$ cat src/hdl/atrsc_pkg.sv
// ----------------------------------------------------------------------------
// atrsc_pkg
// shared types, constants and helpers of the answer-to-reset classifier
// ----------------------------------------------------------------------------
package atrsc_pkg;

    typedef enum logic [1:0] {
        PH_TS    = 2'd0,
        PH_T0    = 2'd1,
        PH_IFACE = 2'd2,
        PH_HIST  = 2'd3
    } t_phase;

    typedef enum logic [1:0] {
        CLS_UNKNOWN     = 2'd0,
        CLS_ISO15693    = 2'd1,
        CLS_TYPE_B      = 2'd2,
        CLS_CONTACTLESS = 2'd3
    } t_card_class;

    typedef enum logic [1:0] {
        ST_OK        = 2'd0,
        ST_SHORT     = 2'd1,
        ST_TRUNCATED = 2'd2
    } t_status;

    localparam int unsigned HIST_KEEP = 9;
    localparam int unsigned SEEN_W    = 4;

    localparam logic [7:0] TS_DIRECT    = 8'h3B;
    localparam logic [7:0] AID_TAG      = 8'h4F;
    localparam logic [7:0] AID_MIN_LEN  = 8'h08;
    localparam logic [7:0] SS_15693_LO  = 8'h09;
    localparam logic [7:0] SS_15693_HI  = 8'h0C;
    localparam logic [7:0] TYPE_B_FIRST = 8'h50;
    localparam logic [3:0] TYPE_B_HLEN  = 4'd12;
    localparam logic [1:0] TD_LEVEL_MAX = 2'd3;

    // registered application provider id, lowest byte first
    localparam logic [4:0][7:0] PCSC_RID = {8'h06, 8'h03, 8'h00, 8'h00, 8'hA0};

    typedef logic [HIST_KEEP-1:0][7:0] t_hist;

    // parser summary handed to the classifier
    typedef struct packed {
        logic       short_atr;
        logic       direct;
        logic       in_iface;
        logic [3:0] hcount;
        t_hist      hist;
    } t_class_in;

    // number of TA/TB/TC presence bits in a T0 or TD byte
    function automatic logic [1:0] count_abc(input logic [7:0] b);
        return {1'b0, b[4]} + {1'b0, b[5]} + {1'b0, b[6]};
    endfunction

endpackage

$ cat src/hdl/atrsc_classify.sv
// ----------------------------------------------------------------------------
// atrsc_classify
// card class and status from the parser state at the end of an atr
// ----------------------------------------------------------------------------
module atrsc_classify (
    input  atrsc_pkg::t_class_in i_sum,
    output logic [1:0]           o_card_class,
    output logic [1:0]           o_status
);

    logic is_storage;
    logic ss_15693;

    always_comb begin
        is_storage = (i_sum.hcount >= 4'd3)
                  && (i_sum.hist[1] == atrsc_pkg::AID_TAG)
                  && (i_sum.hist[2] >= atrsc_pkg::AID_MIN_LEN)
                  && (i_sum.hist[7:3] == atrsc_pkg::PCSC_RID);
        ss_15693   = (i_sum.hist[8] >= atrsc_pkg::SS_15693_LO)
                  && (i_sum.hist[8] <= atrsc_pkg::SS_15693_HI);
    end

    always_comb begin
        o_card_class = atrsc_pkg::CLS_UNKNOWN;
        o_status     = atrsc_pkg::ST_OK;
        priority if (i_sum.short_atr) begin
            o_status = atrsc_pkg::ST_SHORT;
        end else if (!i_sum.direct) begin
            o_card_class = atrsc_pkg::CLS_UNKNOWN;
        end else if (i_sum.in_iface) begin
            o_status = atrsc_pkg::ST_TRUNCATED;
        end else if (i_sum.hcount == 4'd0) begin
            o_card_class = atrsc_pkg::CLS_UNKNOWN;
        end else if (is_storage) begin
            o_card_class = ss_15693 ? atrsc_pkg::CLS_ISO15693 : atrsc_pkg::CLS_UNKNOWN;
        end else if (i_sum.hcount == atrsc_pkg::TYPE_B_HLEN
                     && i_sum.hist[0] == atrsc_pkg::TYPE_B_FIRST) begin
            o_card_class = atrsc_pkg::CLS_TYPE_B;
        end else begin
            o_card_class = atrsc_pkg::CLS_CONTACTLESS;
        end
    end

endmodule

$ cat src/hdl/atr_structure_classifier.sv
// ----------------------------------------------------------------------------
// atr_structure_classifier
// byte-wise answer-to-reset parser that classifies the card at the last byte
// ----------------------------------------------------------------------------
// usage:
//   input channel (i_valid / o_ready) carries one atr word: i_atr_byte and
//   i_is_last, TS first. output channel (o_valid / i_ready) carries one word
//   per atr, o_card_class and o_status, produced by the word flagged last.
//   words that are not last produce nothing on the output.
// timing:
//   a word is held in the input register, then the parser update and the
//   classification run in one pass into the output register, which drives
//   o_valid. throughput is one word per cycle while no last word waits for
//   the result slot.
// stall:
//   while the output register holds an untaken result, non-last words keep
//   flowing; a last word waits in the input register until the result slot
//   frees, and o_ready stays low while it waits.
// reset:
//   synchronous, active low; the parser returns to expect TS with an empty
//   historical store, and both registers are emptied. the parser also
//   returns to that state after every last word.
// ----------------------------------------------------------------------------
module atr_structure_classifier #(
    parameter int unsigned MAX_ATR_BYTES = 33
) (
    input  logic       i_clk,
    input  logic       i_rst_n,
    input  logic       i_valid,
    output logic       o_ready,
    input  logic [7:0] i_atr_byte,
    input  logic       i_is_last,
    output logic       o_valid,
    input  logic       i_ready,
    output logic [1:0] o_card_class,
    output logic [1:0] o_status
);

    localparam int unsigned POS_W = $clog2(MAX_ATR_BYTES + 1);

    // input register
    logic       r_in_valid;
    logic [7:0] r_in_byte;
    logic       r_in_last;

    // parser state
    atrsc_pkg::t_phase           r_phase, n_phase;
    logic [POS_W-1:0]            r_pos, n_pos;
    logic                        r_direct, n_direct;
    logic [1:0]                  r_pend, n_pend;
    logic [1:0]                  r_level, n_level;
    logic                        r_pend_td, n_pend_td;
    logic [3:0]                  r_hcount, n_hcount;
    logic [atrsc_pkg::SEEN_W-1:0] r_hseen, n_hseen;
    atrsc_pkg::t_hist            r_hist, n_hist;

    // output register
    logic       r_out_valid;
    logic [1:0] r_out_class;
    logic [1:0] r_out_status;

    logic                 go;
    logic                 take;
    logic [1:0]           abc;
    atrsc_pkg::t_class_in sum;
    logic [1:0]           cls_class;
    logic [1:0]           cls_status;

    // a last word needs the result slot, other words never wait
    assign go      = r_in_valid && (!r_in_last || !r_out_valid || i_ready);
    assign o_ready = !r_in_valid || go;
    assign take    = r_pos < POS_W'(MAX_ATR_BYTES);
    assign abc     = atrsc_pkg::count_abc(r_in_byte);

    // parser update for the word in the input register
    always_comb begin
        n_phase   = r_phase;
        n_pos     = r_pos;
        n_direct  = r_direct;
        n_pend    = r_pend;
        n_level   = r_level;
        n_pend_td = r_pend_td;
        n_hcount  = r_hcount;
        n_hseen   = r_hseen;
        n_hist    = r_hist;
        if (take) begin
            n_pos = r_pos + POS_W'(1);
            unique case (r_phase)
                atrsc_pkg::PH_TS: begin
                    n_direct = (r_in_byte == atrsc_pkg::TS_DIRECT);
                    n_phase  = atrsc_pkg::PH_T0;
                end
                atrsc_pkg::PH_T0: begin
                    n_hcount  = r_in_byte[3:0];
                    n_pend    = abc;
                    n_pend_td = r_in_byte[7];
                    n_level   = 2'd1;
                end
                atrsc_pkg::PH_IFACE: begin
                    priority if (r_pend != 2'd0) begin
                        n_pend = r_pend - 2'd1;
                    end else if (r_level < atrsc_pkg::TD_LEVEL_MAX) begin
                        // TD1 or TD2 names the next group
                        n_pend    = abc;
                        n_pend_td = r_in_byte[7];
                        n_level   = r_level + 2'd1;
                    end else begin
                        // TD3 presence bits are ignored
                        n_pend_td = 1'b0;
                    end
                end
                atrsc_pkg::PH_HIST: begin
                    if (r_hseen < atrsc_pkg::SEEN_W'(atrsc_pkg::HIST_KEEP)) begin
                        for (int i = 0; i < atrsc_pkg::HIST_KEEP; i++) begin
                            if (r_hseen == atrsc_pkg::SEEN_W'(i)) begin
                                n_hist[i] = r_in_byte;
                            end
                        end
                        n_hseen = r_hseen + atrsc_pkg::SEEN_W'(1);
                    end
                end
                default: ;
            endcase
            // after T0 or an interface byte, settle on interface or historical
            if (r_phase == atrsc_pkg::PH_T0 || r_phase == atrsc_pkg::PH_IFACE) begin
                n_phase = (n_pend == 2'd0 && !n_pend_td) ? atrsc_pkg::PH_HIST
                                                         : atrsc_pkg::PH_IFACE;
            end
        end
    end

    // classification sees the state after this word
    always_comb begin
        sum.short_atr = n_pos < POS_W'(2);
        sum.direct    = n_direct;
        sum.in_iface  = (n_phase == atrsc_pkg::PH_IFACE);
        sum.hcount    = n_hcount;
        sum.hist      = n_hist;
    end

    atrsc_classify u_classify (
        .i_sum        (sum),
        .o_card_class (cls_class),
        .o_status     (cls_status)
    );

    // input register
    always_ff @(posedge i_clk) begin
        if (!i_rst_n) begin
            r_in_valid <= 1'b0;
        end else if (o_ready) begin
            r_in_valid <= i_valid;
        end
        if (o_ready && i_valid) begin
            r_in_byte <= i_atr_byte;
            r_in_last <= i_is_last;
        end
    end

    // parser state, cleared again after every last word
    always_ff @(posedge i_clk) begin
        if (!i_rst_n || (go && r_in_last)) begin
            r_phase   <= atrsc_pkg::PH_TS;
            r_pos     <= '0;
            r_direct  <= 1'b0;
            r_pend    <= 2'd0;
            r_level   <= 2'd0;
            r_pend_td <= 1'b0;
            r_hcount  <= 4'd0;
            r_hseen   <= '0;
            r_hist    <= '0;
        end else if (go) begin
            r_phase   <= n_phase;
            r_pos     <= n_pos;
            r_direct  <= n_direct;
            r_pend    <= n_pend;
            r_level   <= n_level;
            r_pend_td <= n_pend_td;
            r_hcount  <= n_hcount;
            r_hseen   <= n_hseen;
            r_hist    <= n_hist;
        end
    end

    // result register
    always_ff @(posedge i_clk) begin
        if (!i_rst_n) begin
            r_out_valid <= 1'b0;
        end else if (go && r_in_last) begin
            r_out_valid <= 1'b1;
        end else if (i_ready) begin
            r_out_valid <= 1'b0;
        end
        if (go && r_in_last) begin
            r_out_class  <= cls_class;
            r_out_status <= cls_status;
        end
    end

    assign o_valid      = r_out_valid;
    assign o_card_class = r_out_class;
    assign o_status     = r_out_status;

endmodule
$ cat config.mk
export PLATFORM = sky130hd
export DESIGN_NAME = atr_structure_classifier
export DESIGN_NICKNAME = d
export VERILOG_FILES = /design/src/hdl/atrsc_pkg.sv /design/src/hdl/atrsc_classify.sv /design/src/hdl/atr_structure_classifier.sv
export SDC_FILE = /design/constraint.sdc
export NUM_CORES = 1
export LEC_CHECK = 0
export ABC_CLOCK_PERIOD_IN_PS = 2600
export BUFFER_PORTS_ARGS = -buffer_cell sky130_fd_sc_hd__buf_2
export CAP_MARGIN = 20
export CORE_ASPECT_RATIO = 0.5
export CORE_UTILIZATION = 29
export CTS_BUF_LIST = sky130_fd_sc_hd__clkbuf_16
export DETAILED_ROUTE_END_ITERATION = 7
export SLEW_MARGIN = 25
export SYNTH_ARGS = -nofsm -noshare
export SYNTH_HDL_FRONTEND = slang
export SYNTH_SLANG_ARGS = --single-unit
$ cat constraint.sdc
create_clock -name i_clk -period 2.6 [get_ports i_clk]
set_input_delay 0.65 -clock i_clk [delete_from_list [all_inputs] [get_ports i_clk]]
set_output_delay 0.65 -clock i_clk [all_outputs]
set_load 0.03 [all_outputs]
## Yosys cells after proc, flatten, opt, wreduce, memory -nomap -nowiden

Cells that the tools add are included.
Widths: inputs -> output; s select.

| word-level totals | value |
|---|---|
| bits in registers | 109 |
| bits in latches | 0 |
| bits in writable memories | 0 |
| memory bits (read-only) | 0 |
| input bits | 13 |
| output and inout port bits | 6 |
| word-level logic and storage cells | 128 |
| memories | 0 |

| cells by class | value |
|---|---|
| $add $sub $neg | 6 |
| multiply operators | 0 |
| div/mod/pow operators | 0 |
| order comparisons | 8 |
| equal/unequal tests | 19 |
| shifts and indexed selects | 0 |
| muxes and demuxes | 39 |
| bitwise operators | 1 |
| reduce and logical (&&, ||, !) cells | 31 |

Operator list:

| cell | number |
|---|---|
| $mux 72 | 3 |
| $mux 8 | 9 |
| $eq 40x35->1 const B | 1 |
| $mux 2 | 10 |
| $eq 4x3->1 const B | 4 |
| $eq 8x7->1 const B | 2 |
| $ge 8x4->1 const B | 2 |
| $mux 1 | 11 |
| $logic_and 1x1->1 | 9 |
| $eq 4x2->1 const B | 2 |
| $eq 4x4->1 const B | 2 |
| $eq 8x6->1 const B | 1 |
| $le 8x4->1 const B | 1 |
| $logic_not 4->1 | 2 |
| $mux 4 | 2 |
| $pmux 2 s2 | 2 |
| $add 6x1->6 const B | 1 |
| $eq 2x2->1 const B | 3 |
| $lt 6x2->1 const B | 1 |
| $lt 6x6->1 const B | 1 |
| $mux 6 | 1 |
| $reduce_bool 2->1 | 3 |
| $logic_not 1->1 | 5 |
| $logic_or 1x1->1 | 5 |
| other kinds (19) | 21 |

## Longest topological paths before layout

Gate-level depths: netlist (run 1).

| depth | value |
|---|---|
| depth after elaboration | 14 |
| mapped depth | 11 |
| depth with buffers taken out | 9 |

## Modules after synthesis

Synthesis (run 1) repeated with hierarchy kept, for this count alone.

| second synthesis, totals | value |
|---|---|
| cell total of the unflattened synthesis | 558 |
| area, all modules | 5764.3 µm² |

By module, submodules not included:

| module | instances | cells each | area each (µm²) | sequential area each (µm²) |
|---|---|---|---|---|
| atr_structure_classifier | 1 | 524 | 5470.2 | 2312.2 |
| atrsc_classify | 1 | 34 | 294.0 | 0.0 |

## Least setup slack after synthesis (run 1)

No wires, ideal clock.

| timing | value |
|---|---|
| kind | register to register |
| start | reg r_pos[0] |
| end | reg r_out_class[0] (netlist: o_card_class[0]) (data pin) |
| library setup time | 254 ps |
| arrival time | 2588 ps |
| required time | 2346 ps |
| slack | -242 ps |
| stages on the path, launching flop included | 11 |
| path buffers | 1 |
| period minus slack after synthesis | 2842 ps |
| path through | dfxtp_1 inv_1 ha_1 or4b_4 buf_6 a2111oi_1 mux2i_1 nand4_1 nor4_2 mux2i_1 nor2_1 |

| between the ends | value |
|---|---|
| longest elaborated chain between the ends | 7 |
| elaborated cells between the ends (all ways) | 28 |
| classes of those cells | 1 x add/sub; 6 x order compare; 5 x eq/ne; 8 x mux; 1 x bitwise; 7 x reduce/logical |

RTL lines:

| what | line | text |
|---|---|---|
| from (decl) | atr_structure_classifier.sv:48 | `logic [POS_W-1:0] r_pos, n_pos;` |
| from (signal assigned) | atr_structure_classifier.sv:174 | `r_pos <= n_pos;` |
| branches (longest 7 deep; another with $ge 8x4->1) | n/a |  |
| to (signal assigned) | atr_structure_classifier.sv:195 | `r_out_class <= cls_class;` |
| to (decl) | atr_structure_classifier.sv:59 | `logic [1:0] r_out_class;` |

Several ways; the timed one is not identified.
A chain may end at the register's enable or synchronous reset.

## Worst setup path in the final report (run 1)

| timing | value |
|---|---|
| start | reg r_pos[1] |
| end | reg r_out_class[0] (netlist: o_card_class[0]) (data pin) |

Same word-level chain as after synthesis.

==> results of run 1 <==
critical path, cell delays in order, from the launching register on:
cell	delay, ns
dfxtp_2	0.33
inv_2	0.06
ha_4	0.13
or4b_4	0.52
buf_12	0.18
a2111oi_4	0.32
mux2i_1	0.23
nand4_1	0.13
nor4_2	0.29
buf_4	0.17
mux2i_1	0.18
nor2_1	0.06
cell usage after synthesis, drive strengths merged (2+ instances only):
cell,number,area [um2]
nand2b,5,31.3
or3,2,12.5
clkbuf,29,109
nand3b,2,15.0
mux2,5,60.1
nor3b,3,22.5
dfxtp,93,1860
edfxtp,13,390
xor2,3,26.3
buf,11,60.1
or2,2,12.5
mux2i,73,731
and2,7,45.1
inv,11,41.3
xnor2,5,43.8
o21ai,16,80.1
nand4b,2,17.5
nand3,11,60.1
a21boi,4,30.0
ha,12,150
a31oi,2,12.5
a211oi,10,92.6
a21oi,17,85.1
o41ai,2,17.5
nand4,11,75.1
a2111oi,5,82.6
nor4bb,3,30.0
nor4,9,62.6
and3,5,31.3
nor4b,2,17.5
and4b,2,20.0
nor2,97,367
nand2,37,139
a32oi,2,17.5
nor3,10,50.1
per-stage QoR:
stage                     TNS, ns  std cells  worst slack, ns  cell area [um2]  utilization (%)
final                      -0.271        798           -0.234             5940             35.7
after global routing       -0.497        798           -0.378             5940             35.7
after detailed placement   -0.310        782           -0.256             5630             33.8
after floorplan           -0.0308        534          -0.0308             5070                -
after global placement     -0.277        782           -0.232             5630             33.8
after CTS                  -0.284        798           -0.240             5940             35.7
layout make-up:
cell class              count  share of cell area [%]
clock inverters             7                    1.24
repair buffers             61                    7.65
clock buffers               9                    3.79
multi-input cells         377                    43.9
flip-flops and latches    106                    38.0
well taps                 227                    4.78
inverters                  11                   0.695
power by group:
part,switching [mW],internal (mW)
combinational,0.158,0.0960
clock,0.656,0.676
sequential,0.0188,1.68
total,0.833,2.45
cells by family (layout without fill, tap and decap cells):
group / after synthesis / count (layout) / share of synthesized area, %
simple gates: 213 / 213 / 20.7
flops: 106 / 106 / 45.0
mux: 78 / 78 / 15.8
compound gates: 65 / 65 / 9.52
buf+inv: 51 / 88 / 4.20
fa+ha+maj: 13 / 13 / 3.40
xor+xnor: 8 / 8 / 1.40
layout by cell type (no fill, tap or decap), drive strengths merged, types with 3 or more instances in the layout:
cell,synthesis,routed
nand2b,5,5
xnor2,5,5
inv,11,13
nand3,11,11
nor4bb,3,3
edfxtp,13,13
nor2,97,97
mux2i,73,73
clkbuf,29,9
dfxtp,93,93
a21oi,17,17
a21boi,4,4
nor3,10,10
a2111oi,5,5
xor2,3,3
and3,5,5
clkinv,0,5
and2,7,7
ha,12,12
a211oi,10,10
nand2,37,37
nor3b,3,3
nand4,11,11
nor4,9,9
mux2,5,5
o21ai,16,16
buf,11,61
registers in the layout (all words and copies together), names as in the netlist, 2 cells and up:
name,count
r_phase,2
r_pend,2
r_level,2
r_pos,6
o_status,2
o_card_class,2
r_hseen,4
r_hcount,4
r_hist,69
r_in_byte,8
layer usage:
layer	up-vias	global-route usage [%]	wire, um
met4	0	5.22	214
met3	17	2.38	330
met2	48	23.5	5370
met1	1877	16.5	5490
li1	1930	-	-
met5	-	0	0
worst min path at each step:
| stage | cells past startpoint | startpoint | end | slack, ns |
|---|---|---|---|---|
| 2_1_floorplan | 2 | r_level[1] | r_level[1] | 0.44 |
| 3_3_place_gp | 2 | r_level[1] | r_level[1] | 0.44 |
| 3_5_place_dp | 2 | r_level[1] | r_level[1] | 0.45 |
| 4_1_cts | 1 | i_atr_byte[6] | r_in_byte[6] | 0.46 |
| 5_1_grt | 1 | i_atr_byte[6] | r_in_byte[6] | 0.45 |
| 6_report | 2 | r_level[1] | r_level[1] | 0.46 |
repair_timing:
action | CTS | global route
gates resized for setup | 1 | 1
cloned | 0 | 0
pin swaps | 2 | 0
setup endpoints to repair | 2 | 3
==> flow_metrics.env, run 1 <==
export IMPL_status="finished with violations"
export IMPL_violations="negative setup slack"
export IMPL_synth_seq_cells=106
export IMPL_drt_iter0_markers=227
export IMPL_r2r_slack_ns=-0.23
export IMPL_drc=0
export IMPL_htreeDepth=3
export IMPL_ys_types=61
export IMPL_drive_above_1_share_pct=17.7
export IMPL_postCtsHoldBufs=0
export IMPL_hold_slack_ns=0.462
export IMPL_antenna_found_initial=0
export IMPL_seqCellArea_um2=2250
export IMPL_yosysSeqAreaShare_pct=45.0
export IMPL_grt_max_degree=54
export IMPL_fillCellCount=1687
export IMPL_pin_count=19
export IMPL_multi_input_area_um2=2610
export IMPL_p_per_area_nw_per_um2=552
export IMPL_regToRegEndpoint="o_card_class[0]"
export IMPL_syn_nets=560
export IMPL_path_max_fanout=9
export IMPL_reg2regPathDepth=11
export IMPL_crit_start="r_pos[1]"
export IMPL_drt_total_wl_um=11400
export IMPL_syn_area_per_cell_um2=9.37
export IMPL_r2r_start="r_pos[1]"
export IMPL_cts_setup_buffers=0
export IMPL_cts_root_buf="clkbuf_16"
export IMPL_hpwlAfterDp_um=8060
export IMPL_clk_latency_ns=0.36
export IMPL_die_area_um2=17800
export IMPL_cts_sinks=106
export IMPL_start_util_pct=30.1
export IMPL_gp_congestion=0.836
export IMPL_drv_cap=0
export IMPL_cp_end_kind="flip-flop"
export IMPL_synth_edf_count=13
export IMPL_setup_worst_path_class="reg2reg"
export IMPL_grt_setup_unrepaired="yes"
export IMPL_cts_tree="built"
export IMPL_setup_viol=2
export IMPL_cp_required_ns=2.71
export IMPL_grt_pass1_vias=3709
export IMPL_clock_path_buffers=2
export IMPL_fin_skew_ns=0.0102
export IMPL_power_total_mw=3.28
export IMPL_vias_per_cell=4.85
export IMPL_async_reset_ff_share_pct=0
export IMPL_synthCells=534
export IMPL_io_buffers=18
export IMPL_core_um2=16600
export IMPL_worst_pin_slew_ns=0.666
export IMPL_cp_arrival_ns=2.95
export IMPL_syn2layout_area_growth_pct=18.7
export IMPL_wire_per_inst_um=14.3
export IMPL_crit_end="o_card_class[0]"
export IMPL_synthFlopType="dfxtp_1"
export IMPL_worst_hold_path_type="reg2reg"
export IMPL_cts_made_buffers=9
export IMPL_diodes=0
export IMPL_vdd_drop_max_mv=0.290
export IMPL_vias=3872
export IMPL_clkTransAtPathRegs_ns=0.07
export IMPL_p_leak_nw=2.26
export IMPL_dieHeight_um=94.9
export IMPL_finalMaxSlewViolations=0
export IMPL_post_route_period_util_pct=109
export IMPL_grt_pass1_wl_um=18800
export IMPL_nets=592
export IMPL_timing_hold_violations_final=0
export IMPL_max_freq_mhz=353
export IMPL_finalCriticalPeriod_ns=2.83
export IMPL_grt_overflow_total=0
export IMPL_drtPass1Iterations=4
export IMPL_ys_warn_count=0
export IMPL_drtAntennaViolNets=0
export IMPL_fin_ws_ns=-0.234
export IMPL_std_cell_rows=33
export IMPL_slew_headroom_pct=55.5
export IMPL_critPathLaunchType="flip-flop"
export IMPL_synthesis_area_um2=5010
export IMPL_die_w_um=188
export IMPL_grt_total_usage_pct=13.4
Note: power is estimated with default switching activity, not from simulation.
==> run 2: changes to the inputs <==
--- a/config.mk
+++ b/config.mk
@@ -11,6 +11,6 @@
 export CORE_ASPECT_RATIO = 0.5
 export CORE_UTILIZATION = 29
-export CTS_BUF_LIST = sky130_fd_sc_hd__clkbuf_16
 export DETAILED_ROUTE_END_ITERATION = 7
+export GPL_TIMING_DRIVEN = 0
 export SLEW_MARGIN = 25
 export SYNTH_ARGS = -nofsm -noshare
==> constraint.sdc (replaced) <==
create_clock -name i_clk -period 2.6 [get_ports i_clk]
set_input_delay 0.65 -clock i_clk [delete_from_list [all_inputs] [get_ports i_clk]]
set_output_delay 0.65 -clock i_clk [all_outputs]
set_load 0.05 [all_outputs]
==> run 2 against run 1 <==
The run still ends with negative setup slack left; routed wire length increased by 6.7%; maximum frequency fell by 2.6%; highest routed layer unchanged; via count increased by 1.7%; worst hold slack lost 0.00076 ns.
==> flow_metrics.env, run 2 (synthesized netlist as in run 1, its figures left out) <==
export IMPL_drt_iter0_markers=244
export IMPL_placedCellCount=779
export IMPL_start_util_pct=30.1
export IMPL_use_met1_pct=18.5
export IMPL_grt_setup_unrepaired="yes"
export IMPL_cp_arrival_ns=3.01
export IMPL_cts_tree="built"
export IMPL_post_route_period_util_pct=112
export IMPL_regMostFlops="r_hist"
export IMPL_hold_slack_ns=0.461
export IMPL_gr_usage_met3_pct=2.42
export IMPL_vias=3939
export IMPL_vias_per_cell=4.93
export IMPL_slew_headroom_pct=47.6
export IMPL_p_per_area_nw_per_um2=568
export IMPL_finalMaxSlewViolations=0
export IMPL_path_cells="inv_4 -> ha_4 -> or4b_4 -> buf_12 -> a211oi_4 -> mux2i_1 -> nand4_1 -> nor4_4 -> mux2i_2 -> nor2_1"
export IMPL_drt_total_wl_um=12200
export IMPL_fin_skew_ns=0.00505
export IMPL_syn2layout_area_growth_pct=17.7
export IMPL_instances_no_fill=799
export IMPL_pin_count=19
export IMPL_wire_per_inst_um=15.2
export IMPL_busiest_layer="met2"
export IMPL_die_w_um=188
export IMPL_timing_hold_violations_final=0
export IMPL_fillCellCount=1689
export IMPL_violations="negative setup slack"
export IMPL_p_int_mw=2.54
export IMPL_grt_pass1_vias=3596
export IMPL_worst_hold_path_type="reg2reg"
export IMPL_p_leak_nw=2.17
export IMPL_cts_root_buf="clkbuf_16"
export IMPL_die_area_um2=17800
export IMPL_drive_above_1_share_pct=15.2
export IMPL_antenna_found_initial=0
export IMPL_reg2regPathDepth=10
export IMPL_drv_cap=0
export IMPL_cts_made_buffers=9
export IMPL_setup_worst_path_class="reg2reg"
export IMPL_p_seq_share_pct=50.6
export IMPL_final_cell_mix="nor2_1, dfxtp_1, mux2i_1, nand2_1, buf_2"
export IMPL_max_freq_mhz=344
export IMPL_path_max_fanout=5
export IMPL_grt_total_usage_pct=13.9
export IMPL_switching_share_pct=24.1
export IMPL_finalCriticalPeriod_ns=2.91
export IMPL_grt_overflow_total=0
export IMPL_dieHeight_um=94.9
export IMPL_cp_required_ns=2.70
export IMPL_largest_register_ff_count=69
export IMPL_drc=0
export IMPL_drtAntennaViolNets=0
export IMPL_worst_pin_slew_ns=0.787
export IMPL_setup_viol=2
export IMPL_gp_congestion=0.842
export IMPL_htreeDepth=3
export IMPL_layout_commonest_cell="nor2_1"
export IMPL_hpwlAfterDp_um=8270
export IMPL_fin_ws_ns=-0.310
export IMPL_diodes=0
export IMPL_cts_sinks=106
export IMPL_io_buffers=18
export IMPL_cp_end_kind="flip-flop"
export IMPL_power_total_mw=3.34
export IMPL_slowest_delay_ns=0.54
export IMPL_grt_pass1_wl_um=19200
export IMPL_min_path_cells=2
export IMPL_use_met2_pct=23.1
export IMPL_std_cell_rows=33
export IMPL_drtPass1Iterations=7
export IMPL_top_regs="r_hist (69), r_in_byte (8), r_pos (6)"
export IMPL_combPwrFrac_pct=7.8
export IMPL_grt_max_degree=18
export IMPL_postCtsHoldBufs=0
export IMPL_clk_latency_ns=0.35
export IMPL_fin_setup_tns_ns=-0.479
export IMPL_pre_cts_ws_ns=-0.602
export IMPL_switching_power_mw=0.805
export IMPL_critPathLaunchType="flip-flop"
export IMPL_cp_slowest_cell="or4b_4"
export IMPL_clkTransAtPathRegs_ns=0.07
export IMPL_core_um2=16600
export IMPL_nets=593
export IMPL_clock_path_buffers=2
export IMPL_status="finished with violations"
export IMPL_pwr_share_clk_pct=41.6
export IMPL_vdd_drop_max_mv=0.274
## run 2: cell count changes in the layout (fill, tap and decap cells not counted), sizes merged
cell / change
clkbuf: +30
bufinv: +1
buf: -27
inv: -2
clkinv: -2
clkinvlp: +1
## run 2: cell type report
class | instances | area, um2 | share of cell area, %
multi-input cells | 377 | 2660 | 45.2
flip-flops and latches | 106 | 2260 | 38.3
well taps | 227 | 284 | 4.82
clock buffers | 11 | 243 | 4.12
plain buffers | 37 | 176 | 2.99
repair buffers | 25 | 160 | 2.72
clock inverters | 5 | 63.8 | 1.08
inverters | 11 | 43.8 | 0.743
## run 2: final timing paths
check / from / slack [ns] / end
max reg2reg: r_pos[1] / -0.31 / o_card_class[0]
min: r_level[1] / 0.46 / r_level[1]
max: r_pos[1] / -0.31 / o_card_class[0]
min reg2reg: r_level[1] / 0.46 / r_level[1]
## run 2: metal layers
metal  vias to the layer above  share of wire (%)
met5                         -                  0
met4                         0                1.4
met1                      1898                 50
li1                       1939                  -
met3                        13                4.4
met2                        89                 44
## run 2: critical path, delay by kind of cell, from the launching register on
kind	cells	cell delay (ns)
AND/OR/NAND/NOR	4	1.15
multiplexers	2	0.50
flip-flops	1	0.36
AO/OA/AOI/OAI	1	0.30
buffers and inverters	2	0.23
adder cells (fa/ha/maj)	1	0.12
## run 2: what timing repair did
action                                  in CTS  in global routing
pin swaps                                    3                  5
buffers inserted                             3                  3
resized for setup                            8                 20
gates cloned                                 0                  1
endpoints found under the setup margin      62                 50
## run 2: per-stage QoR
stage	utilization, %	instance area, um2
floorplan	-	5070
global placement	32.7	5440
detailed placement	32.7	5440
CTS	34.8	5790
global route	35.4	5890
finish	35.4	5890
## run 2: power by group through the flow
| stage | sequential [mW] | combinational, mW | clock [mW] |
|---|---|---|---|
| 6_report | 1.69 | 0.261 | 1.39 |
| 3_5_place_dp | 1.73 | 0.238 | 0 |
| 3_3_place_gp | 1.73 | 0.235 | 0 |
| 4_1_cts | 1.69 | 0.245 | 1.42 |
| 2_1_floorplan | 1.73 | 0.151 | 0 |
| 5_1_grt | 1.69 | 0.283 | 1.49 |
